### src/csee_pkg.sv
// Package for the CIGAR soft-clip end extender.
// Holds character codes, fixed widths and the item structs.
// No dependencies.
package csee_pkg;

  // Default run-length width; the top level takes it as a parameter.
  localparam int unsigned RUN_BITS_DEF = 28;
  // Reference span accumulator width.
  localparam int unsigned SPAN_BITS = 30;

  localparam int unsigned CHAR_W  = 8;
  localparam int unsigned POS_W   = 31;
  localparam int unsigned COORD_W = 32;

  // Character codes.
  localparam logic [CHAR_W-1:0] CHAR_0 = 8'h30;  // '0'
  localparam logic [CHAR_W-1:0] CHAR_9 = 8'h39;  // '9'
  localparam logic [CHAR_W-1:0] CHAR_A = 8'h41;  // 'A'
  localparam logic [CHAR_W-1:0] CHAR_B = 8'h42;  // 'B'
  localparam logic [CHAR_W-1:0] CHAR_D = 8'h44;  // 'D'
  localparam logic [CHAR_W-1:0] CHAR_M = 8'h4D;  // 'M'
  localparam logic [CHAR_W-1:0] CHAR_N = 8'h4E;  // 'N'
  localparam logic [CHAR_W-1:0] CHAR_S = 8'h53;  // 'S'
  localparam logic [CHAR_W-1:0] CHAR_Y = 8'h59;  // 'Y'
  localparam logic [CHAR_W-1:0] CHAR_Z = 8'h5A;  // 'Z'

  // Clip counter codes.
  localparam logic [1:0] CLIP_NONE  = 2'd0;
  localparam logic [1:0] CLIP_LEFT  = 2'd1;
  localparam logic [1:0] CLIP_SAT   = 2'd3;

  typedef struct packed {
    logic [CHAR_W-1:0] char_code;
    logic [POS_W-1:0]  map_position;
    logic              last_char;
  } in_item_t;

  typedef struct packed {
    logic signed [COORD_W-1:0] clipped_start;
    logic [COORD_W-1:0]        clipped_end;
  } out_item_t;

endpackage

### src/cigar_soft_clip_end_extender_core.sv
// Top level of the CIGAR soft-clip end extender.
// Parses CIGAR characters and gives clipped start/end per string.
// Depends on csee_pkg.
//
//  channel | signals                            | item
//  --------+------------------------------------+-------------------------------
//  in      | in_valid_i, in_ready_o, in_item_i  | one CIGAR char, position, last
//  out     | out_valid_o, out_ready_i, out_item_o | clipped start and end
//
// One character is taken per cycle while in_ready_o is high. Parse state updates in the accept cycle.
// A last character latches a snapshot into stage A (state clears at once);
// stage A then forms start/end into the output register.
// rst_ni clears all control and parse state asynchronously.
// Stage A and the output register stall together; in_ready_o drops only
// while both hold a string result that the sink has not taken.
module cigar_soft_clip_end_extender_core #(
  parameter int unsigned RUN_BITS = csee_pkg::RUN_BITS_DEF
) (
  input  logic                 clk_i,
  input  logic                 rst_ni,
  input  logic                 in_valid_i,
  output logic                 in_ready_o,
  input  csee_pkg::in_item_t   in_item_i,
  output logic                 out_valid_o,
  input  logic                 out_ready_i,
  output csee_pkg::out_item_t  out_item_o
);

  localparam int unsigned SpanW = csee_pkg::SPAN_BITS;
  localparam int unsigned PosW  = csee_pkg::POS_W;
  localparam int unsigned CW    = csee_pkg::COORD_W;
  // run * 10 + digit needs four more bits
  localparam int unsigned ProdW = RUN_BITS + 4;
  // span + run, one bit above the wider of the two
  localparam int unsigned SumW  = ((RUN_BITS > SpanW) ? RUN_BITS : SpanW) + 1;
  // end sum: pos + span + right fits in CW + 1 bits
  localparam int unsigned EndW  = CW + 1;

  // Parse state
  logic [RUN_BITS-1:0] run_q, run_d;
  logic                stop_q, stop_d;
  logic [SpanW-1:0]    span_q, span_d;
  logic [1:0]          clip_cnt_q, clip_cnt_d;
  logic [RUN_BITS-1:0] left_q, left_d;
  logic [RUN_BITS-1:0] right_q, right_d;

  // Stage A snapshot of a finished string
  logic                a_valid_q;
  logic [PosW-1:0]     a_pos_q;
  logic [SpanW-1:0]    a_span_q;
  logic [RUN_BITS-1:0] a_left_q;
  logic [RUN_BITS-1:0] a_right_q;

  // Output register
  logic                out_valid_q;
  csee_pkg::out_item_t out_q, out_d;

  logic in_acc, out_load, a_load;
  logic is_digit, is_op, is_span_op, is_clip;
  logic [ProdW-1:0]    prod;
  logic [SumW-1:0]     span_sum;
  logic [EndW-1:0]     start_diff, end_sum;

  // ---------------------------------------------------------------------
  // Handshake: output register loads when empty or being drained; stage A
  // moves on whenever the output register can load.
  // ---------------------------------------------------------------------
  assign out_load   = !out_valid_q || out_ready_i;
  assign in_ready_o = !a_valid_q || out_load;
  assign in_acc     = in_valid_i && in_ready_o;
  assign a_load     = in_acc && in_item_i.last_char;

  // ---------------------------------------------------------------------
  // Character decode and next parse state
  // ---------------------------------------------------------------------
  always_comb begin
    is_digit   = in_item_i.char_code inside {[csee_pkg::CHAR_0 : csee_pkg::CHAR_9]};
    // operations are 'B'..'Y'; 'A' and 'Z' count as other characters
    is_op      = in_item_i.char_code inside {[csee_pkg::CHAR_B : csee_pkg::CHAR_Y]};
    is_span_op = (in_item_i.char_code == csee_pkg::CHAR_M) ||
                 (in_item_i.char_code == csee_pkg::CHAR_D) ||
                 (in_item_i.char_code == csee_pkg::CHAR_N);
    is_clip    = (in_item_i.char_code == csee_pkg::CHAR_S);

    // run * 8 + run * 2 + digit, digit is the low nibble of '0'..'9'
    prod = ({4'b0, run_q} << 3) + ({4'b0, run_q} << 1)
         + {{(ProdW-4){1'b0}}, in_item_i.char_code[3:0]};
    span_sum = {{(SumW-SpanW){1'b0}}, span_q} + {{(SumW-RUN_BITS){1'b0}}, run_q};

    run_d      = run_q;
    stop_d     = stop_q;
    span_d     = span_q;
    clip_cnt_d = clip_cnt_q;
    left_d     = left_q;
    right_d    = right_q;

    if (is_digit) begin
      if (!stop_q) begin
        run_d = (prod[ProdW-1:RUN_BITS] != '0) ? {RUN_BITS{1'b1}} : prod[RUN_BITS-1:0];
      end
    end else if (is_op) begin
      if (is_span_op) begin
        span_d = (span_sum[SumW-1:SpanW] != '0) ? {SpanW{1'b1}} : span_sum[SpanW-1:0];
      end else if (is_clip) begin
        if (clip_cnt_q == csee_pkg::CLIP_NONE) begin
          left_d = run_q;
        end else if (clip_cnt_q == csee_pkg::CLIP_LEFT) begin
          right_d = run_q;
        end
        if (clip_cnt_q != csee_pkg::CLIP_SAT) begin
          clip_cnt_d = clip_cnt_q + 2'd1;
        end
      end
      run_d  = '0;
      stop_d = 1'b0;
    end else begin
      // non-digit, non-operation: freeze digit accumulation
      stop_d = 1'b1;
    end
  end

  always_ff @(posedge clk_i or negedge rst_ni) begin
    if (!rst_ni) begin
      run_q      <= '0;
      stop_q     <= 1'b0;
      span_q     <= '0;
      clip_cnt_q <= csee_pkg::CLIP_NONE;
      left_q     <= '0;
      right_q    <= '0;
    end else if (in_acc) begin
      if (in_item_i.last_char) begin
        run_q      <= '0;
        stop_q     <= 1'b0;
        span_q     <= '0;
        clip_cnt_q <= csee_pkg::CLIP_NONE;
        left_q     <= '0;
        right_q    <= '0;
      end else begin
        run_q      <= run_d;
        stop_q     <= stop_d;
        span_q     <= span_d;
        clip_cnt_q <= clip_cnt_d;
        left_q     <= left_d;
        right_q    <= right_d;
      end
    end
  end

  // ---------------------------------------------------------------------
  // Stage A: snapshot of the updated state on a last character
  // ---------------------------------------------------------------------
  always_ff @(posedge clk_i or negedge rst_ni) begin
    if (!rst_ni) begin
      a_valid_q <= 1'b0;
    end else if (in_ready_o) begin
      a_valid_q <= a_load;
    end
  end

  always_ff @(posedge clk_i) begin
    if (a_load) begin
      a_pos_q   <= in_item_i.map_position;
      a_span_q  <= span_d;
      a_left_q  <= left_d;
      a_right_q <= right_d;
    end
  end

  // ---------------------------------------------------------------------
  // Output stage: start = pos - left, end = pos + span + right (saturated)
  // ---------------------------------------------------------------------
  always_comb begin
    start_diff = {{(EndW-PosW){1'b0}}, a_pos_q} - {{(EndW-RUN_BITS){1'b0}}, a_left_q};
    end_sum    = {{(EndW-PosW){1'b0}}, a_pos_q}
               + {{(EndW-SpanW){1'b0}}, a_span_q}
               + {{(EndW-RUN_BITS){1'b0}}, a_right_q};
    out_d.clipped_start = $signed(start_diff[CW-1:0]);
    out_d.clipped_end   = end_sum[EndW-1] ? {CW{1'b1}} : end_sum[CW-1:0];
  end

  always_ff @(posedge clk_i or negedge rst_ni) begin
    if (!rst_ni) begin
      out_valid_q <= 1'b0;
    end else if (out_load) begin
      out_valid_q <= a_valid_q;
    end
  end

  always_ff @(posedge clk_i) begin
    if (out_load && a_valid_q) begin
      out_q <= out_d;
    end
  end

  assign out_valid_o = out_valid_q;
  assign out_item_o  = out_q;

  // ---------------------------------------------------------------------
  // Assertions
  // ---------------------------------------------------------------------
  a_ready_when_a_empty: assert property (@(posedge clk_i) disable iff (!rst_ni)
    !a_valid_q |-> in_ready_o)
    else $error("input stalled with empty stage A");

  a_state_cleared_after_last: assert property (@(posedge clk_i) disable iff (!rst_ni)
    a_load |=> (run_q == '0) && (span_q == '0) && (clip_cnt_q == csee_pkg::CLIP_NONE))
    else $error("parse state not cleared after last item");

  a_clip_cnt_monotonic: assert property (@(posedge clk_i) disable iff (!rst_ni)
    (in_acc && !in_item_i.last_char) |=> (clip_cnt_q >= $past(clip_cnt_q)))
    else $error("clip count went down within a string");

  a_stage_a_holds: assert property (@(posedge clk_i) disable iff (!rst_ni)
    (a_valid_q && !out_load) |=> a_valid_q && $stable(a_pos_q))
    else $error("stage A lost a result under stall");

endmodule

### config.mk
export PLATFORM = sky130hd
export DESIGN_NAME = cigar_soft_clip_end_extender_core
export DESIGN_NICKNAME = d
export VERILOG_FILES = /design/src/csee_pkg.sv /design/src/cigar_soft_clip_end_extender_core.sv
export SDC_FILE = /design/constraint.sdc
export NUM_CORES = 1
export LEC_CHECK = 0
export ABC_AREA = 1
export BUFFER_PORTS_ARGS = -buffer_cell sky130_fd_sc_hd__buf_2
export CAP_MARGIN = 20
export CORE_MARGIN = 8
export CORE_UTILIZATION = 50
export DETAILED_ROUTE_END_ITERATION = 10
export HOLD_SLACK_MARGIN = 0.12
export PLACE_DENSITY = 0.71
export REMOVE_ABC_BUFFERS = 1
export SYNTH_ARGS = -nofsm -noshare
export SYNTH_HDL_FRONTEND = slang
export SYNTH_SLANG_ARGS = --single-unit
### constraint.sdc
create_clock -name clk_i -period 10.6 [get_ports clk_i]
set_clock_uncertainty 0.1 [all_clocks]
set_input_delay 1.06 -clock clk_i [delete_from_list [all_inputs] [get_ports clk_i]]
set_output_delay 1.06 -clock clk_i [all_outputs]
set_load 0.03 [all_outputs]
==> Yosys cells after proc, flatten, opt, wreduce, memory -nomap -nowiden <==
Index checks and enable logic that the tools add are counted.
{ "classes": {"order_cmp": 4, "mux": 32, "reduce_logical": 20, "n_eq_ne": 9, "n_addsub": 7} }
{ "ops": {"columns": ["operator", "n"], "rows": [
  ["28-bit 2-to-1 mux", 18],
  ["30-bit 2-to-1 mux", 5],
  ["32-bit by 28-bit adder with 33-bit output", 1],
  ["31-bit by 29-bit adder with 32-bit output", 1],
  ["31-bit by 30-bit adder with 32-bit output", 1],
  ["32-bit by 4-bit adder with 32-bit output", 1],
  ["8-bit by 7-bit == test with 1-bit output (second input constant)", 4],
  ["31-bit by 28-bit subtractor with 32-bit output", 1],
  ["30-bit by 28-bit adder with 31-bit output", 1],
  ["2-bit 2-to-1 mux", 6],
  ["8-bit by 6-bit greater-or-equal comparator with 1-bit output (second input constant)", 1],
  ["8-bit by 7-bit greater-or-equal comparator with 1-bit output (second input constant)", 1],
  ["8-bit by 6-bit <= comparator with 1-bit output (second input constant)", 1],
  ["8-bit by 7-bit <= comparator with 1-bit output (second input constant)", 1],
  ["2-bit inequality test (second input constant)", 3],
  ["6-bit AND reduction", 1],
  ["2-bit nonzero test", 3],
  ["1-bit logical AND", 5],
  ["1-bit logical OR", 4],
  ["4-bit nonzero test", 1],
  ["1-bit 2-to-1 mux", 3],
  ["3-bit inequality test (second input constant)", 1],
  ["3-bit AND reduction", 1],
  ["3-bit nonzero test", 1],
  ["5 further kinds", 6]
]} }
{ "totals": {"in_bits": 44, "regBits": 300} }

==> Longest topological paths before layout <==
Gate-level depths: netlist of run 1.
{ "depth": {"depth_word": 8, "depth_mapped": 17, "ltp_nobuf": 16} }

==> Worst setup path before layout of run 1 <==
No wires, ideal clock.
{ "synth_timing": {"kind": "input-to-reg", "start": "input port out_ready_i", "end": "register a_left_q[0] (enable)", "required_ns": 9.905, "path_stages": 6, "path_buffers": 2, "arrival_time_ns": 6.996, "slack_ns": 2.909, "path_cell_list": "inv_1 -> nand3_1 -> nand2_1 -> clkbuf_1 -> clkbuf_1 -> nor2_1"} }
{ "synth_via": {"elab_chain_cells": 4} }
{ "synth_rtl": {"columns": ["element", "line", "source"], "rows": [
  ["from (decl)", "cigar_soft_clip_end_extender_core.sv:25", "input logic out_ready_i,"],
  ["1-bit logical OR", "cigar_soft_clip_end_extender_core.sv:68", "assign out_load = !out_valid_q || out_ready_i;"],
  ["1-bit logical OR", "cigar_soft_clip_end_extender_core.sv:69", "assign in_ready_o = !a_valid_q || out_load;"],
  ["net in_ready_o", "cigar_soft_clip_end_extender_core.sv:22", "output logic in_ready_o,"],
  ["1-bit logical AND", "cigar_soft_clip_end_extender_core.sv:70", "assign in_acc = in_valid_i && in_ready_o;"],
  ["1-bit logical AND", "cigar_soft_clip_end_extender_core.sv:71", "assign a_load = in_acc && in_item_i.last_char;"],
  ["net a_load", "cigar_soft_clip_end_extender_core.sv:58", "logic in_acc, out_load, a_load;"],
  ["to (signal assigned)", "cigar_soft_clip_end_extender_core.sv:164", "a_left_q <= left_d;"],
  ["to (decl)", "cigar_soft_clip_end_extender_core.sv:51", "logic [RUN_BITS-1:0] a_left_q;"]
]} }
The timed path passes the listed nets, and every way through them passes these cells.
A chain may end at the register's enable or synchronous reset.

==> Worst setup path after layout of run 1 <==
{ "layout_timing": {"start": "input port in_item_i[35] (netlist name)", "end": "register run_q[14]"} }
{ "layout_via": {"elab_chain_cells": 6} }
{ "layout_rtl": {"columns": ["element", "line", "source"], "rows": [
  ["from (decl)", "cigar_soft_clip_end_extender_core.sv:23", "input csee_pkg::in_item_t in_item_i,"],
  ["32-bit by 4-bit adder with 32-bit output", "cigar_soft_clip_end_extender_core.sv:87", "+ {{(ProdW-4){1'b0}}, in_item_i.char_code[3:0]};"],
  ["4-bit nonzero test", "cigar_soft_clip_end_extender_core.sv:99", "run_d = (prod[ProdW-1:RUN_BITS] != '0) ? {RUN_BITS{1'b1}} : prod[RUN_BITS-1:0];"],
  ["28-bit 2-to-1 mux", "cigar_soft_clip_end_extender_core.sv:99", null],
  ["28-bit 2-to-1 mux", "cigar_soft_clip_end_extender_core.sv:98", "if (!stop_q) begin"],
  ["28-bit 2-to-1 mux", "cigar_soft_clip_end_extender_core.sv:97", "if (is_digit) begin"],
  ["28-bit 2-to-1 mux", "cigar_soft_clip_end_extender_core.sv:131", "if (in_item_i.last_char) begin"],
  ["to (signal assigned)", "cigar_soft_clip_end_extender_core.sv:139", "run_q <= run_d;"],
  ["to (decl)", "cigar_soft_clip_end_extender_core.sv:40", "logic [RUN_BITS-1:0] run_q, run_d;"]
]} }
Several ways; a longest one is shown, not always the timed one. The select of a mux whose other input is x is not followed.

==> results.sh, run 1 <==
export IMPL_status="finished clean"
export IMPL_hpwlAfterDp_um=40600
export IMPL_period_needed_ns=3.47
export IMPL_tightestPinTransition_ns=1.10
export IMPL_hold_ws_ns=0.381
export IMPL_yosys_warnings=0
export IMPL_fillCellCount=3600
export IMPL_worstSetupStartpoint="in_item_i[35]"
export IMPL_first_global_vias=15900
export IMPL_drive_above_1_share_pct=9.59
export IMPL_areaGrowthSynthToFinish_pct=10.3
export IMPL_cp_slowest_cell="fa_1"
export IMPL_path_delay_family="simple AND/OR/NAND/NOR gates"
export IMPL_rows=72
export IMPL_coreArea_um2=38700
export IMPL_die_h_um=214
export IMPL_cts_resized=0
export IMPL_fin_setup_tns_ns=0
export IMPL_htree_levels=1
export IMPL_pwr_density_cell_nw_per_um2=128
export IMPL_grt_overflow_total=0
export IMPL_ys_async_sr_fraction_pct=39.7
export IMPL_cts_root_buf="clkbuf_16"
export IMPL_critPathKind="in2reg"
export IMPL_ys_seq_area_share_pct=42.8
export IMPL_period_share_pct=32.7
export IMPL_hold_path_class="reg2reg"
export IMPL_cts_sinks=300
export IMPL_cpMostUsedCell="nand2_1"
export IMPL_antenna_found_initial=0
export IMPL_wirelength_um=51300
export IMPL_die_area_um2=45900
export IMPL_drc=0
export IMPL_drv_slew=0
export IMPL_rsz0062_at_grt="no"
export IMPL_fp_dieW_um=214
export IMPL_post_cts_setup_buffers=0
export IMPL_max_stage_delay_ns=0.53
export IMPL_crit_path_end="run_q[14]"
export IMPL_cp_required_ns=10.95
export IMPL_synth_area_leaders="edfxtp_1 28%, dfrtp_1 15%, nand2_1 12%"
export IMPL_n_antenna_cell=0
export IMPL_vias=15900
export IMPL_hold_buffers=0
export IMPL_hold_viol=0
export IMPL_fmax_ghz=0.288
export IMPL_grt_max_degree=91
export IMPL_first_iter_violations=905
export IMPL_setup_viol=0
export IMPL_path_max_fanout=28
export IMPL_synth_seq_cells=300
export IMPL_grt_pass1_wl_um=82700
export IMPL_arrival_ns=3.82
export IMPL_clock_latency_ns=0.56
export IMPL_yosysMostFrequentCell="nand2_1"
export IMPL_p_int_mw=2.01
export IMPL_numCtsBuffers=31
export IMPL_syn_area_um2=19600
export IMPL_initial_core_util_pct=50.7
export IMPL_path_depth=15
export IMPL_cts_tree="yes"
export IMPL_nets=2639
export IMPL_drtAntennaViolNets=0
export IMPL_r2r_slack_ns=7.24
export IMPL_swShare_pct=27.7
export IMPL_ir_drop_mv=0.123
export IMPL_via_per_inst=5.39
export IMPL_routedWlPerCell_um=17.3
export IMPL_drv_cap=0
export IMPL_synth_top_area_share_pct=27.7
export IMPL_start_kind="input port"
export IMPL_io_pins=110
export IMPL_p_leak_nw=10.4
export IMPL_io_buffers=109
export IMPL_first_pass_iters=7
export IMPL_worst_setup_path_end_kind="register"
export IMPL_yosysTopAreaCell="edfxtp_1"
export IMPL_p_clk_share_pct=36.0
export IMPL_r2r_end="a_span_q[24]"
export IMPL_ys_types=53
export IMPL_place_congestion=0.968
export IMPL_worst_path_buf_inv=1
export IMPL_cts_max_path_buffers=3
export IMPL_grt_usage_pct=21.8
export IMPL_relSlewSlack_pct=26.9
export IMPL_r2r_start="run_q[3]"
export IMPL_path_clk_slew_ns=0.06
export IMPL_p_seq_share_pct=48.1
export IMPL_power_total_mw=2.78
export IMPL_worstPathCellList="buf_2 -> fa_1 -> fa_1 -> nand3_1 -> nand3_1 -> nand3_1 -> nand3_2 -> nand2_1 -> nand2_1 -> nand2_1 -> nand2_2 -> nor2_8 -> nand3_1 -> nand2_1 -> nand2_1"
export IMPL_power_switching_mw=0.772
export IMPL_combPwrFrac_pct=15.9
export IMPL_synth_edff_count=181
export IMPL_ys_flop_type="edfxtp_1"
export IMPL_synth_cells=2309
export IMPL_synth_area_per_cell_um2=8.51
export IMPL_netlist_top_cells_count="652 x nand2_1, 267 x inv_1, 181 x edfxtp_1, 159 x nor2_1, 156 x o21ai_0"
export IMPL_r2r_cells=12
## layer usage
metal	vias to the layer above	GRT usage, %	wire (µm)
met3	80	2.43	2270
met5	-	0	0
met4	0	7.61	1600
met2	406	37.4	24800
met1	7536	28.4	22700
li1	7922	-	-
## worst min-delay path by stage
stage,start,end,slack (ns),cells past startpoint
after global placement,left_q[22],left_q[22],0.36,2
final,left_q[26],left_q[26],0.38,2
after global routing,left_q[17],left_q[17],0.39,2
after CTS,left_q[26],left_q[26],0.39,2
after detailed placement,left_q[2],left_q[2],0.37,2
after floorplan,a_valid_q,out_valid_o,0.35,2
## power by group through the flow
stage	Combinational (mW)	Sequential [mW]	Clock, mW
finish	0.443	1.34	1.00
global route	0.489	1.34	1.06
CTS	0.443	1.34	1.03
detailed placement	0.440	1.36	0
global placement	0.436	1.36	0
floorplan	0.244	1.42	0
## layout by cell type, fill, tap and decap left out, types with 4 or more instances in the layout
master / Yosys / routed
fa_1: 33 / 33
nor2_2: 4 / 4
xor2_1: 39 / 39
xnor2_1: 49 / 49
edfxtp_1: 181 / 181
or2_2: 10 / 10
buf_4: 1 / 9
clkinv_2: 0 / 5
nor2_4: 2 / 5
o21a_1: 11 / 11
nand3_2: 24 / 24
o21bai_1: 15 / 15
nor2_1: 159 / 156
o211ai_1: 13 / 13
inv_1: 267 / 267
a21oi_1: 131 / 130
a21o_1: 11 / 11
nand3_1: 86 / 86
buf_2: 9 / 108
clkbuf_16: 0 / 31
dfrtp_1: 119 / 119
nand2_1: 652 / 651
a31oi_1: 9 / 9
a21boi_0: 6 / 6
inv_2: 7 / 7
nand3b_1: 12 / 12
o21ai_0: 156 / 156
nor3_1: 25 / 25
nand4_1: 26 / 26
clkinv_1: 1 / 5
a21oi_2: 5 / 5
nand2_2: 7 / 8
ha_1: 146 / 146
a22o_1: 28 / 28
and2_1: 7 / 7
clkbuf_1: 28 / 9
## kinds of logic (layout without fill, tap and decap cells)
kind of cell,count (synthesis),in the layout,synth area share (%)
adder cells (fa/ha/maj),179,179,12.7
buffers and inverters,319,450,6.40
AO/OA/AOI/OAI,396,396,11.6
XOR/XNOR,88,88,3.92
AND/OR/NAND/NOR,1027,1027,22.5
flip-flops,300,300,42.8
## registers in the layout, indices dropped and copies added, names as in the netlist
name         flops
a_right_q       28
a_span_q        30
out_valid_o      1
left_q          28
a_valid_q        1
clip_cnt_q       2
out_item_o      64
run_q           28
span_q          30
right_q         28
stop_q           1
a_pos_q         31
a_left_q        28
## worst register-to-register path: cells and delay by family (launching register included)
family	cells	cell delay, ns
simple gates	9	1.84
flops	1	0.48
fa+ha+maj	1	0.40
compound gates	2	0.29
## final cells by class
type                    instances  area, µm²  area share (%)
multi-input cells            1690      10000            46.2
flip-flops and latches        300       8410            38.8
inverters                     275       1030            4.76
clock buffers                  43        851            3.93
well taps                     518        648            2.99
repair buffers                118        628            2.90
clock inverters                14       81.3           0.375
## per-stage QoR
step	std cells	util (%)	setup slack [ns]	instance area, µm²
2_1_floorplan	2265	-	1.92	19400
3_3_place_gp	2900	53.5	6.65	20700
3_5_place_dp	2900	53.5	6.56	20700
4_1_cts	2957	55.9	7.16	21700
5_1_grt	2958	55.9	6.87	21700
6_report	2958	55.9	7.13	21700
(Power assumes the default switching activity.)
==> run 2: changes to the inputs <==
PLACE_DENSITY = 0.74   (was 0.71)
clock period = 3 ns   (was 10.6 ns; I/O delays follow)
==> run 2 against run 1 <==
Net effect:
- global-route usage rose by 1.4 points
- combinational power grew to 4.0 times the previous value
- worst setup slack got worse by 7.1 ns
- via count up 4.1%
- non-clock buffer count rose by 116
==> results.sh, run 2 (synthesis gave the netlist of run 1 again) <==
export IMPL_io_buffers=109
export IMPL_period_share_pct=97.5
export IMPL_period_needed_ns=2.92
export IMPL_cts_tree="yes"
export IMPL_grt_pass1_wl_um=87100
export IMPL_grt_max_degree=85
export IMPL_drv_cap=0
export IMPL_p_clk_share_pct=36.5
export IMPL_cpMostUsedCell="nand3_2"
export IMPL_cts_max_path_buffers=3
export IMPL_drtAntennaViolNets=0
export IMPL_rsz0062_at_grt="yes"
export IMPL_setup_ws_ns=0.0754
export IMPL_hold_path_class="in2async"
export IMPL_status="finished clean"
export IMPL_swShare_pct=27.6
export IMPL_drive_above_1_share_pct=16.1
export IMPL_cp_slowest_cell="fa_2"
export IMPL_arrival_ns=3.28
export IMPL_routedWlPerCell_um=18.2
export IMPL_place_ws_ns=-0.130
export IMPL_antenna_found_initial=0
export IMPL_rows=72
export IMPL_p_int_mw=7.40
export IMPL_htree_levels=1
export IMPL_final_cell_mix="630 x nand2_1, 267 x inv_1, 181 x edfxtp_1"
export IMPL_path_clk_slew_ns=0.06
export IMPL_largest_reg_flops=64
export IMPL_fin_setup_tns_ns=0
export IMPL_die_area_um2=45900
export IMPL_relSlewSlack_pct=35.7
export IMPL_vias=16600
export IMPL_hold_viol=0
export IMPL_hpwlAfterDp_um=42900
export IMPL_n_antenna_cell=0
export IMPL_pwr_density_cell_nw_per_um2=438
export IMPL_tightestPinTransition_ns=0.965
export IMPL_worst_setup_path_end_kind="register"
export IMPL_clock_latency_ns=0.57
export IMPL_first_global_vias=16700
export IMPL_p_seq_share_pct=46.3
export IMPL_final_common_cell="nand2_1"
export IMPL_fmax_ghz=0.342
export IMPL_drv_slew=0
export IMPL_cts_root_buf="clkbuf_16"
export IMPL_max_stage_delay_ns=0.54
export IMPL_initial_core_util_pct=50.7
export IMPL_coreArea_um2=38700
export IMPL_areaGrowthSynthToFinish_pct=18.6
export IMPL_place_congestion=0.988
export IMPL_fp_dieW_um=214
export IMPL_grt_usage_pct=23.2
export IMPL_io_pins=110
export IMPL_critPathKind="reg2reg"
export IMPL_first_iter_violations=1042
export IMPL_ir_drop_mv=0.440
export IMPL_numCtsBuffers=30
export IMPL_via_per_inst=5.40
export IMPL_path_max_fanout=6
export IMPL_drc=0
export IMPL_first_pass_iters=5
export IMPL_setup_viol=0
export IMPL_cts_sinks=300
export IMPL_power_switching_mw=2.82
export IMPL_combPwrFrac_pct=17.2
export IMPL_grt_overflow_total=0
export IMPL_nets=2755
export IMPL_die_h_um=214
export IMPL_fin_util_pct=60.2
export IMPL_fillCellCount=3369
export IMPL_worstPathCellList="fa_2 -> fa_2 -> nand3_2 -> nand3_2 -> nand3_2 -> nand3_2 -> nand2_2 -> nand2_1 -> nand2_1 -> nand2_2 -> nor2_8 -> clkbuf_16 -> nand3_2 -> nand2_1 -> nand2_1"
export IMPL_wirelength_um=56100
export IMPL_p_leak_nw=11.1
export IMPL_cp_required_ns=3.35
export IMPL_start_kind="register"
-- run 2: cell count changes in the layout (fill, tap and decap cells not counted), sizes merged --
cell	change
buf	+72
dlygate4sd3	+39
bufinv	+2
clkinvlp	+2
clkbuf	+1
clkinv	-1
nor2	+1
-- run 2: final cells by class --
cell class / count / area (µm²) / area share (%)
multi-input cells: 1691 / 10400 / 44.8
flip-flops and latches: 300 / 8440 / 36.2
repair buffers: 234 / 1770 / 7.60
inverters: 275 / 1030 / 4.43
clock buffers: 39 / 836 / 3.59
well taps: 518 / 648 / 2.78
clock inverters: 17 / 150 / 0.644
-- run 2: final timing paths --
| kind | start | endpoint | slack, ns | cells after the start |
|---|---|---|---|---|
| max | run_q[0] | run_q[16] | 0.08 | 15 |
| min | rst_ni | out_valid_o | 0.19 | 2 |
| min reg2reg | left_q[9] | left_q[9] | 0.38 | 2 |
| max reg2reg | run_q[0] | run_q[16] | 0.08 | 15 |
| min in group clk_i | in_item_i[37] | stop_q | 0.23 | 6 |
| max in group asynchronous | rst_ni | left_q[11] | 1.78 | 3 |
-- run 2: power groups by stage --
stage          clock network (mW)  logic, mW  registers (mW)
6_report                     3.73       1.76            4.73
5_1_grt                      3.92       1.92            4.75
4_1_cts                      3.79       1.71            4.73
3_5_place_dp                    0       1.66            4.81
3_3_place_gp                    0       1.64            4.81
2_1_floorplan                   0      0.863            5.01
-- run 2: repair_timing --
| action | CTS | global route |
|---|---|---|
| cloned | 0 | 7 |
| buffers inserted | 0 | 9 |
| hold buffers | 39 | 0 |
| endpoints found under the hold margin | 84 | 0 |
| setup endpoints to repair | 14 | 58 |
| gates resized for setup | 3 | 110 |
| pin swaps | 0 | 38 |
-- run 2: stage by stage --
stage	area, µm²	total power, mW	instances	hold slack [ns]
floorplan	19400	5.87	2265	-0.0956
global placement	21300	6.45	2964	0.272
detailed placement	21300	6.47	2964	0.270
CTS	22700	10.2	3059	0.211
global route	23300	10.6	3074	0.249
finish	23300	10.2	3074	0.191
-- run 2: worst max-delay path, delay by kind of cell (launching register included) --
family,cells,cell delay [ns]
and+or+nand+nor,12,1.08
adders and majority gates,2,0.93
DFF,1,0.46
buffers and inverters,1,0.22
-- run 2: metal layers --
metal / global-route usage, % / wire length [µm] / vias to the layer above
li1: - / - / 8164
met5: 0 / 0 / -
met4: 7.31 / 1770 / 0
met3: 2.52 / 2580 / 109
met2: 41.3 / 27600 / 478
met1: 29.4 / 24100 / 7839
